`src/design/mtep_pkg.sv`:
```
// ----------------------------------------------------------------------------
// mtep_pkg
// Shared types and constants for the track-chunk event parser.
// ----------------------------------------------------------------------------
package mtep_pkg;

    localparam int VARLEN_BITS = 28;
    localparam int OUT_LEN_W   = 28;
    localparam int HDR_BYTES   = 8;
    localparam int HDR_CNT_W   = $clog2(HDR_BYTES);

    localparam logic [7:0] ST_META       = 8'hFF;
    localparam logic [7:0] ST_SYSEX      = 8'hF0;
    localparam logic [7:0] ST_SYSEX_ESC  = 8'hF7;
    localparam logic [7:0] META_EOT      = 8'h2F;
    localparam logic [3:0] TYPE_PROGRAM  = 4'hC;
    localparam logic [3:0] TYPE_CHAN_PRS = 4'hD;
    localparam logic [3:0] TYPE_BEND     = 4'hE;
    localparam logic [3:0] TYPE_NOTE_OFF = 4'h8;

    localparam logic [3:0] KIND_META    = 4'd7;
    localparam logic [3:0] KIND_SYSEX   = 4'd8;
    localparam logic [3:0] KIND_PAYLOAD = 4'd9;

    typedef enum logic [8:0] {
        PH_HEADER  = 9'b000000001,
        PH_DELTA   = 9'b000000010,
        PH_STATUS  = 9'b000000100,
        PH_FIRST   = 9'b000001000,
        PH_SECOND  = 9'b000010000,
        PH_MTYPE   = 9'b000100000,
        PH_LENGTH  = 9'b001000000,
        PH_PAYLOAD = 9'b010000000,
        PH_SKIP    = 9'b100000000
    } t_phase;

    typedef logic [VARLEN_BITS-1:0] t_varlen;

    typedef struct packed {
        logic [3:0]           kind;
        logic [3:0]           channel_number;
        logic [7:0]           first_data;
        logic [7:0]           second_data;
        logic [15:0]          bend_value;
        logic [OUT_LEN_W-1:0] delta_ticks;
        logic [7:0]           meta_type;
        logic [OUT_LEN_W-1:0] payload_length;
        logic [7:0]           payload_byte;
        logic                 last_payload;
        logic                 end_of_track;
    } t_result;

    function automatic t_varlen varlen_shift(input t_varlen acc, input logic [7:0] b);
        return t_varlen'({acc, b[6:0]});
    endfunction

endpackage

```
`src/design/midi_track_event_parser_core.sv`:
```
// ----------------------------------------------------------------------------
// midi_track_event_parser_core
// Track-chunk byte parser: skips the chunk header, decodes delta times and
// channel, meta and sysex events with running status.
// ----------------------------------------------------------------------------
// Output: registered; a result appears on the master side in the cycle after
// the byte that completes it is accepted; bytes that complete nothing give no item.
// Throughput: one byte per cycle unless the master side stalls; the byte-wise parse
// state updates in a single step and one output register holds the pending result.
// Reset: synchronous, active low; returns to waiting for an 8-byte chunk header
// with running status and all accumulators cleared.
module midi_track_event_parser_core (
    input  logic          i_clk,
    input  logic          i_rst_n,
    input  logic          s_axis_tvalid,
    output logic          s_axis_tready,
    input  logic [7:0]    s_axis_tdata,   // [7:0] stream_byte
    output logic          m_axis_tvalid,
    input  logic          m_axis_tready,
    output logic [111:0]  m_axis_tdata,   // channel_number, first_data, second_data,
                                          // bend_value, delta_ticks, meta_type,
                                          // payload_length, payload_byte, end_of_track
    output logic [3:0]    m_axis_tuser,   // [3:0] kind
    output logic          m_axis_tlast    // last_payload
);

    mtep_pkg::t_phase                      r_phase, n_phase;
    logic [mtep_pkg::HDR_CNT_W-1:0]        r_hdr_cnt, n_hdr_cnt;
    mtep_pkg::t_varlen                     r_acc, n_acc;
    mtep_pkg::t_varlen                     r_delta, n_delta;
    logic [7:0]                            r_run, n_run;
    logic [7:0]                            r_status, n_status;
    logic [7:0]                            r_first, n_first;
    mtep_pkg::t_varlen                     r_remain, n_remain;
    logic [7:0]                            r_mtype, n_mtype;
    logic                                  r_out_valid, n_out_valid;
    mtep_pkg::t_result                     r_out, n_out;

    logic              accept;
    logic              have_res;
    mtep_pkg::t_result res;
    logic [7:0]        b;
    logic [7:0]        chan_status;
    logic [7:0]        chan_first;
    logic [7:0]        chan_second;
    logic              chan_emit;
    logic              done_event;
    mtep_pkg::t_varlen acc_next;
    mtep_pkg::t_varlen remain_dec;
    logic [3:0]        ctype;

    assign s_axis_tready = !r_out_valid || m_axis_tready;
    assign accept        = s_axis_tvalid && s_axis_tready;
    assign b             = s_axis_tdata;
    assign acc_next      = mtep_pkg::varlen_shift(r_acc, b);
    assign remain_dec    = (r_remain != '0) ? r_remain - 1'b1 : r_remain;
    assign ctype         = chan_status[7:4];

    always_comb begin
        n_phase     = r_phase;
        n_hdr_cnt   = r_hdr_cnt;
        n_acc       = r_acc;
        n_delta     = r_delta;
        n_run       = r_run;
        n_status    = r_status;
        n_first     = r_first;
        n_remain    = r_remain;
        n_mtype     = r_mtype;
        have_res    = 1'b0;
        chan_emit   = 1'b0;
        chan_status = r_status;
        chan_first  = r_first;
        chan_second = 8'd0;
        done_event  = 1'b0;
        res                = '0;
        res.delta_ticks    = mtep_pkg::OUT_LEN_W'(r_delta);

        unique case (r_phase)
            mtep_pkg::PH_HEADER: begin
                if (r_hdr_cnt == mtep_pkg::HDR_CNT_W'(mtep_pkg::HDR_BYTES - 1)) begin
                    n_hdr_cnt = '0;
                    n_acc     = '0;
                    n_run     = 8'd0;
                    n_phase   = mtep_pkg::PH_DELTA;
                end else begin
                    n_hdr_cnt = r_hdr_cnt + 1'b1;
                end
            end
            mtep_pkg::PH_DELTA: begin
                n_acc = acc_next;
                if (!b[7]) begin
                    n_delta = acc_next;
                    n_acc   = '0;
                    n_phase = mtep_pkg::PH_STATUS;
                end
            end
            mtep_pkg::PH_STATUS: begin
                if (!b[7]) begin
                    if (r_run == 8'd0) begin
                        n_phase = mtep_pkg::PH_DELTA;
                    end else begin
                        n_status    = r_run;
                        n_first     = b;
                        chan_status = r_run;
                        chan_first  = b;
                        if (r_run[7:4] == mtep_pkg::TYPE_PROGRAM ||
                            r_run[7:4] == mtep_pkg::TYPE_CHAN_PRS) begin
                            chan_emit = 1'b1;
                        end else begin
                            n_phase = mtep_pkg::PH_SECOND;
                        end
                    end
                end else begin
                    n_status = b;
                    if (b < mtep_pkg::ST_SYSEX) begin
                        n_run   = b;
                        n_phase = mtep_pkg::PH_FIRST;
                    end else begin
                        n_run   = 8'd0;
                        n_mtype = 8'd0;
                        if (b == mtep_pkg::ST_META) begin
                            n_phase = mtep_pkg::PH_MTYPE;
                        end else if (b == mtep_pkg::ST_SYSEX || b == mtep_pkg::ST_SYSEX_ESC) begin
                            n_phase = mtep_pkg::PH_LENGTH;
                        end else begin
                            n_phase = mtep_pkg::PH_SKIP;
                        end
                    end
                end
            end
            mtep_pkg::PH_FIRST: begin
                n_first    = b;
                chan_first = b;
                if (r_status[7:4] == mtep_pkg::TYPE_PROGRAM ||
                    r_status[7:4] == mtep_pkg::TYPE_CHAN_PRS) begin
                    chan_emit = 1'b1;
                end else begin
                    n_phase = mtep_pkg::PH_SECOND;
                end
            end
            mtep_pkg::PH_SECOND: begin
                chan_second = b;
                chan_emit   = 1'b1;
            end
            mtep_pkg::PH_MTYPE: begin
                n_mtype = b;
                n_acc   = '0;
                n_phase = mtep_pkg::PH_LENGTH;
            end
            mtep_pkg::PH_LENGTH: begin
                n_acc = acc_next;
                if (!b[7]) begin
                    have_res = 1'b1;
                    if (r_status == mtep_pkg::ST_META) begin
                        res.kind         = mtep_pkg::KIND_META;
                        res.meta_type    = r_mtype;
                        res.end_of_track = (r_mtype == mtep_pkg::META_EOT);
                    end else begin
                        res.kind = mtep_pkg::KIND_SYSEX;
                    end
                    res.payload_length = mtep_pkg::OUT_LEN_W'(acc_next);
                    n_remain = acc_next;
                    n_acc    = '0;
                    if (acc_next == '0) begin
                        done_event = 1'b1;
                    end else begin
                        n_phase = mtep_pkg::PH_PAYLOAD;
                    end
                end
            end
            mtep_pkg::PH_PAYLOAD: begin
                have_res         = 1'b1;
                res.kind         = mtep_pkg::KIND_PAYLOAD;
                res.payload_byte = b;
                n_remain         = remain_dec;
                if (remain_dec == '0) begin
                    res.last_payload = 1'b1;
                    done_event       = 1'b1;
                end
            end
            mtep_pkg::PH_SKIP: begin
                n_phase = mtep_pkg::PH_DELTA;
            end
            default: begin
                n_phase   = mtep_pkg::PH_HEADER;
                n_hdr_cnt = '0;
                n_acc     = '0;
                n_delta   = '0;
                n_run     = 8'd0;
                n_status  = 8'd0;
                n_first   = 8'd0;
                n_mtype   = 8'd0;
                n_remain  = '0;
            end
        endcase

        if (chan_emit) begin
            have_res           = 1'b1;
            res.kind           = ctype - mtep_pkg::TYPE_NOTE_OFF;
            res.channel_number = chan_status[3:0];
            res.first_data     = chan_first;
            res.second_data    = chan_second;
            if (ctype == mtep_pkg::TYPE_BEND) begin
                res.bend_value = ({8'd0, chan_second} << 7) | {8'd0, chan_first};
            end
            n_phase = mtep_pkg::PH_DELTA;
        end

        if (done_event) begin
            if (r_status == mtep_pkg::ST_META && r_mtype == mtep_pkg::META_EOT) begin
                n_phase   = mtep_pkg::PH_HEADER;
                n_hdr_cnt = '0;
                n_run     = 8'd0;
            end else begin
                n_phase = mtep_pkg::PH_DELTA;
            end
        end
    end

    always_comb begin
        n_out       = r_out;
        n_out_valid = r_out_valid;
        if (accept && have_res) begin
            n_out       = res;
            n_out_valid = 1'b1;
        end else if (m_axis_tready) begin
            n_out_valid = 1'b0;
        end
    end

    always_ff @(posedge i_clk) begin
        if (!i_rst_n) begin
            r_phase     <= mtep_pkg::PH_HEADER;
            r_hdr_cnt   <= '0;
            r_acc       <= '0;
            r_delta     <= '0;
            r_run       <= 8'd0;
            r_status    <= 8'd0;
            r_first     <= 8'd0;
            r_remain    <= '0;
            r_mtype     <= 8'd0;
            r_out_valid <= 1'b0;
        end else begin
            r_out_valid <= n_out_valid;
            if (accept) begin
                r_phase   <= n_phase;
                r_hdr_cnt <= n_hdr_cnt;
                r_acc     <= n_acc;
                r_delta   <= n_delta;
                r_run     <= n_run;
                r_status  <= n_status;
                r_first   <= n_first;
                r_remain  <= n_remain;
                r_mtype   <= n_mtype;
            end
        end
    end

    always_ff @(posedge i_clk) begin
        r_out <= n_out;
    end

    assign m_axis_tvalid = r_out_valid;
    assign m_axis_tuser  = r_out.kind;
    assign m_axis_tlast  = r_out.last_payload;
    assign m_axis_tdata  = {3'd0,
                            r_out.end_of_track,
                            r_out.payload_byte,
                            r_out.payload_length,
                            r_out.meta_type,
                            r_out.delta_ticks,
                            r_out.bend_value,
                            r_out.second_data,
                            r_out.first_data,
                            r_out.channel_number};

endmodule
```
`config.mk`:
```
export PLATFORM = sky130hd
export DESIGN_NAME = midi_track_event_parser_core
export DESIGN_NICKNAME = d
export VERILOG_FILES = /design/src/design/mtep_pkg.sv /design/src/design/midi_track_event_parser_core.sv
export SDC_FILE = /design/constraint.sdc
export NUM_CORES = 1
export LEC_CHECK = 0
export ABC_CLOCK_PERIOD_IN_PS = 8500
export BUFFER_PORTS_ARGS = -buffer_cell sky130_fd_sc_hd__buf_4
export CELL_PAD_IN_SITES_DETAIL_PLACEMENT = 0
export CELL_PAD_IN_SITES_GLOBAL_PLACEMENT = 1
export CORE_MARGIN = 5
export CORE_UTILIZATION = 41
export CTS_CLUSTER_DIAMETER = 50
export DETAILED_ROUTE_END_ITERATION = 12
export GPL_TIMING_DRIVEN = 0
export HOLD_SLACK_MARGIN = 0.12
export PLACE_DENSITY = 0.79
export SLEW_MARGIN = 20
export SYNTH_ARGS = -nofsm -noshare
export SYNTH_HDL_FRONTEND = slang
export SYNTH_SLANG_ARGS = --single-unit
export TNS_END_PERCENT = 100
```
`constraint.sdc`:
```
create_clock -name i_clk -period 8.5 [get_ports i_clk]
set_input_delay 1.275 -clock i_clk [delete_from_list [all_inputs] [get_ports i_clk]]
set_output_delay 1.275 -clock i_clk [all_outputs]
set_load 0.01 [all_outputs]
```
==> metrics <==
# DRC=0; HPWL Detailed=23.0 mm; hold buffers post-CTS=0; antenna cells=0; worst endpoint required time=8960 ps; initial drt markers=1046; Root Buffer=clkbuf_16; relative slew slack=41.4%; CP Depth=13; largest net degree at the start of global routing=26; Final Max Tran Viols=0; DR vias/cell=5.69; EDFF count, synth=about 110; TritonCTS clock tree=yes; Crit-path slowest cell=a2111oi_0; Post-synth top cells=122 x dfxtp_1, 120 x nor2_1, 113 x edfxtp_1, 98 x nand2_1, 78 x a21oi_1; Post-CTS Setup Repair Bufs=0; placed cells=1557; share of layout cells above drive strength 1=16.5%; worst vdd ir=about 0.00024 V; Synth Register Bits=235; CP peak stage delay=a little under 600 ps; non-filler cells, final=1607; fin area=0.0131 mm^2; latest clock arrival within the worst-skew pair=530 ps; maximum clock path buffer count=3; Core Util, Final=between 50% and 60%; Synth area leader=edfxtp_1; Worst-path clk slew=around 60 ps; Final Wtd Congestion=0.957; Synth area leaders=edfxtp_1 32%, dfxtp_1 23%, nor2_1 4.2%; placed cell areas=0.0122 mm^2; Core Rows=59; die width=171 um; Fmax=251 MHz; clk sinks=235; WL final=32.7 mm; Setup Crit Path Kind=reg2reg; CP arrival=4450 ps; die height=~170 um; effective utilization at floorplan=41.3%; Crit path max-delay family=compound AO/OA/AOI/OAI gates; largest fanout on the critical path=10; PwrDens=295 mW/mm^2; TritonCTS buffer count=27; CP Cell Sequence=clkbuf_1 > inv_1 > ha_1 > clkbuf_1 > or3_1 > a2111oi_0 > o311a_1 > o2111a_1 > nand4_2 > o21ai_4 > o21ai_2 > or3_1 > a21oi_2; Lkg Pwr=4.77 nW; first-pass GRT wire length=around 50 mm; final hold violation count=0; First-pass DRT Iterations=5; status=completed; GRT Overall Usage=21.6%; post-synthesis cell type count=76; nets@finish=1267; hold path depth=0; vias post-DR=9150; DRT antenna net count=0; fin crit share=46.9%; synth warn=0; # setup viols final=0; Mapped Avg Cell Area=around 9.8 um^2; Die ar.=0.0292 mm^2; Total Power=3.86 mW; Overflow after GRT=0; Cells after Synth=approximately 1100; final worst path period need=3980 ps; async set-reset flop share out of synthesis=0%; Worst Path Buf+Inv=3; I/O Pins=131; Worst R2R Path Depth=13; Worst setup SP type=register; most common cell in the netlist=dfxtp_1; post-cts resize count=0; post-synthesis sequential area ratio=between 50% and 60%; Worst Setup End Kind=register; unrepaired setup endpoints after global routing=no; antenna violations before repair=1; Max Clock Skew=~13 ps; actual slew at the worst max-slew pin=872 ps; WL/cell=20.4 um; Max Cap Violations=0; Port Buffers=between 100 and 150; Yosys top cell area share=31.9%; Hold WC Path Type=reg2reg; setup TNS=0 ps; area grow syn2layout=22.9%; core area=0.0258 mm^2; vias in the first global route=roughly 8600; ys flop type=dfxtp_1; H-tree depth=1; area of the mapped netlist=around 0.011 mm^2
layout make-up:
type	instances	area (um^2)
inverter	12	45.0
buffer	90	389
multi-input combinational	756	4410
tap	335	419
sequential	235	5840
clock buffer	39	803
timing repair buffer	129	1070
clock inverter	11	87.6
fill	2418	12700
layer usage:
metal  wire, um  up-vias  part of all wire (%)  track usage [%]
li1           -     4316                     -                -
met1      14500     4406                    44             31.3
met2      14800      379                    45             34.2
met3       2720       47                   8.3             3.63
met4        638        2                   1.9             4.99
met5         13        -                 0.040                0
per-stage QoR:
| step | setup WS, ps | hold WS (ps) |
|---|---|---|
| 3_3_place_gp | -2010 | 413 |
| 4_1_cts | 4560 | 430 |
| 2_1_floorplan | 205 | 408 |
| 6_report | 4520 | 429 |
| 3_5_place_dp | 4510 | 418 |
| 5_1_grt | 4330 | 445 |
power breakdown:
part | leakage [nW] | internal, mW | switching (mW)
logic | 2.30 | 0.483 | 0.954
registers | 2.04 | 1.23 | 0.0561
clock network | 0.435 | 0.665 | 0.471
total | 4.77 | 2.38 | 1.48
worst paths after layout:
check / slack (ps) / end / startpoint
setup / recovery: 4520 / r_phase[8] / r_remain[0]
hold / removal: 430 / m_axis_tdata[60] / r_delta[24]
setup reg to reg: 4520 / r_phase[8] / r_remain[0]
hold reg to reg: 430 / m_axis_tdata[60] / r_delta[24]
placed cells by master, fill, tap and decap left out, drive strengths merged, types with 26 or more instances in the layout:
cell type and n:
o21ai 36, nor3 45, nor2 120, a21oi 79, and2 49, nand3 56
clkbuf 115, nand2 98, edfxtp 113, buf 143, dfxtp 122, a22oi 34
nor4 26
cells by family after synthesis:
family	after synthesis	share of synthesized area, %
AOI/OAI and AO/OA	229	14.5
xor gates and xnor gates	11	0.906
adders and majority gates	4	0.471
buffers and inverters	102	4.09
DFF	235	54.9
muxes	17	1.61
other	1	0.0353
and+or+nand+nor	491	23.5
flip-flops by register name, summed over array words and instances, names as in the netlist:
signal and flops:
r_status 8, r_first 8, r_mtype 8, m_axis_tvalid 1, m_axis_tlast 1, r_phase 9, r_run 8, r_hdr_cnt 3
r_remain 28, r_acc 21, m_axis_tdata 108, r_delta 28, m_axis_tuser 4
Power figures use the tool's default switching activity.
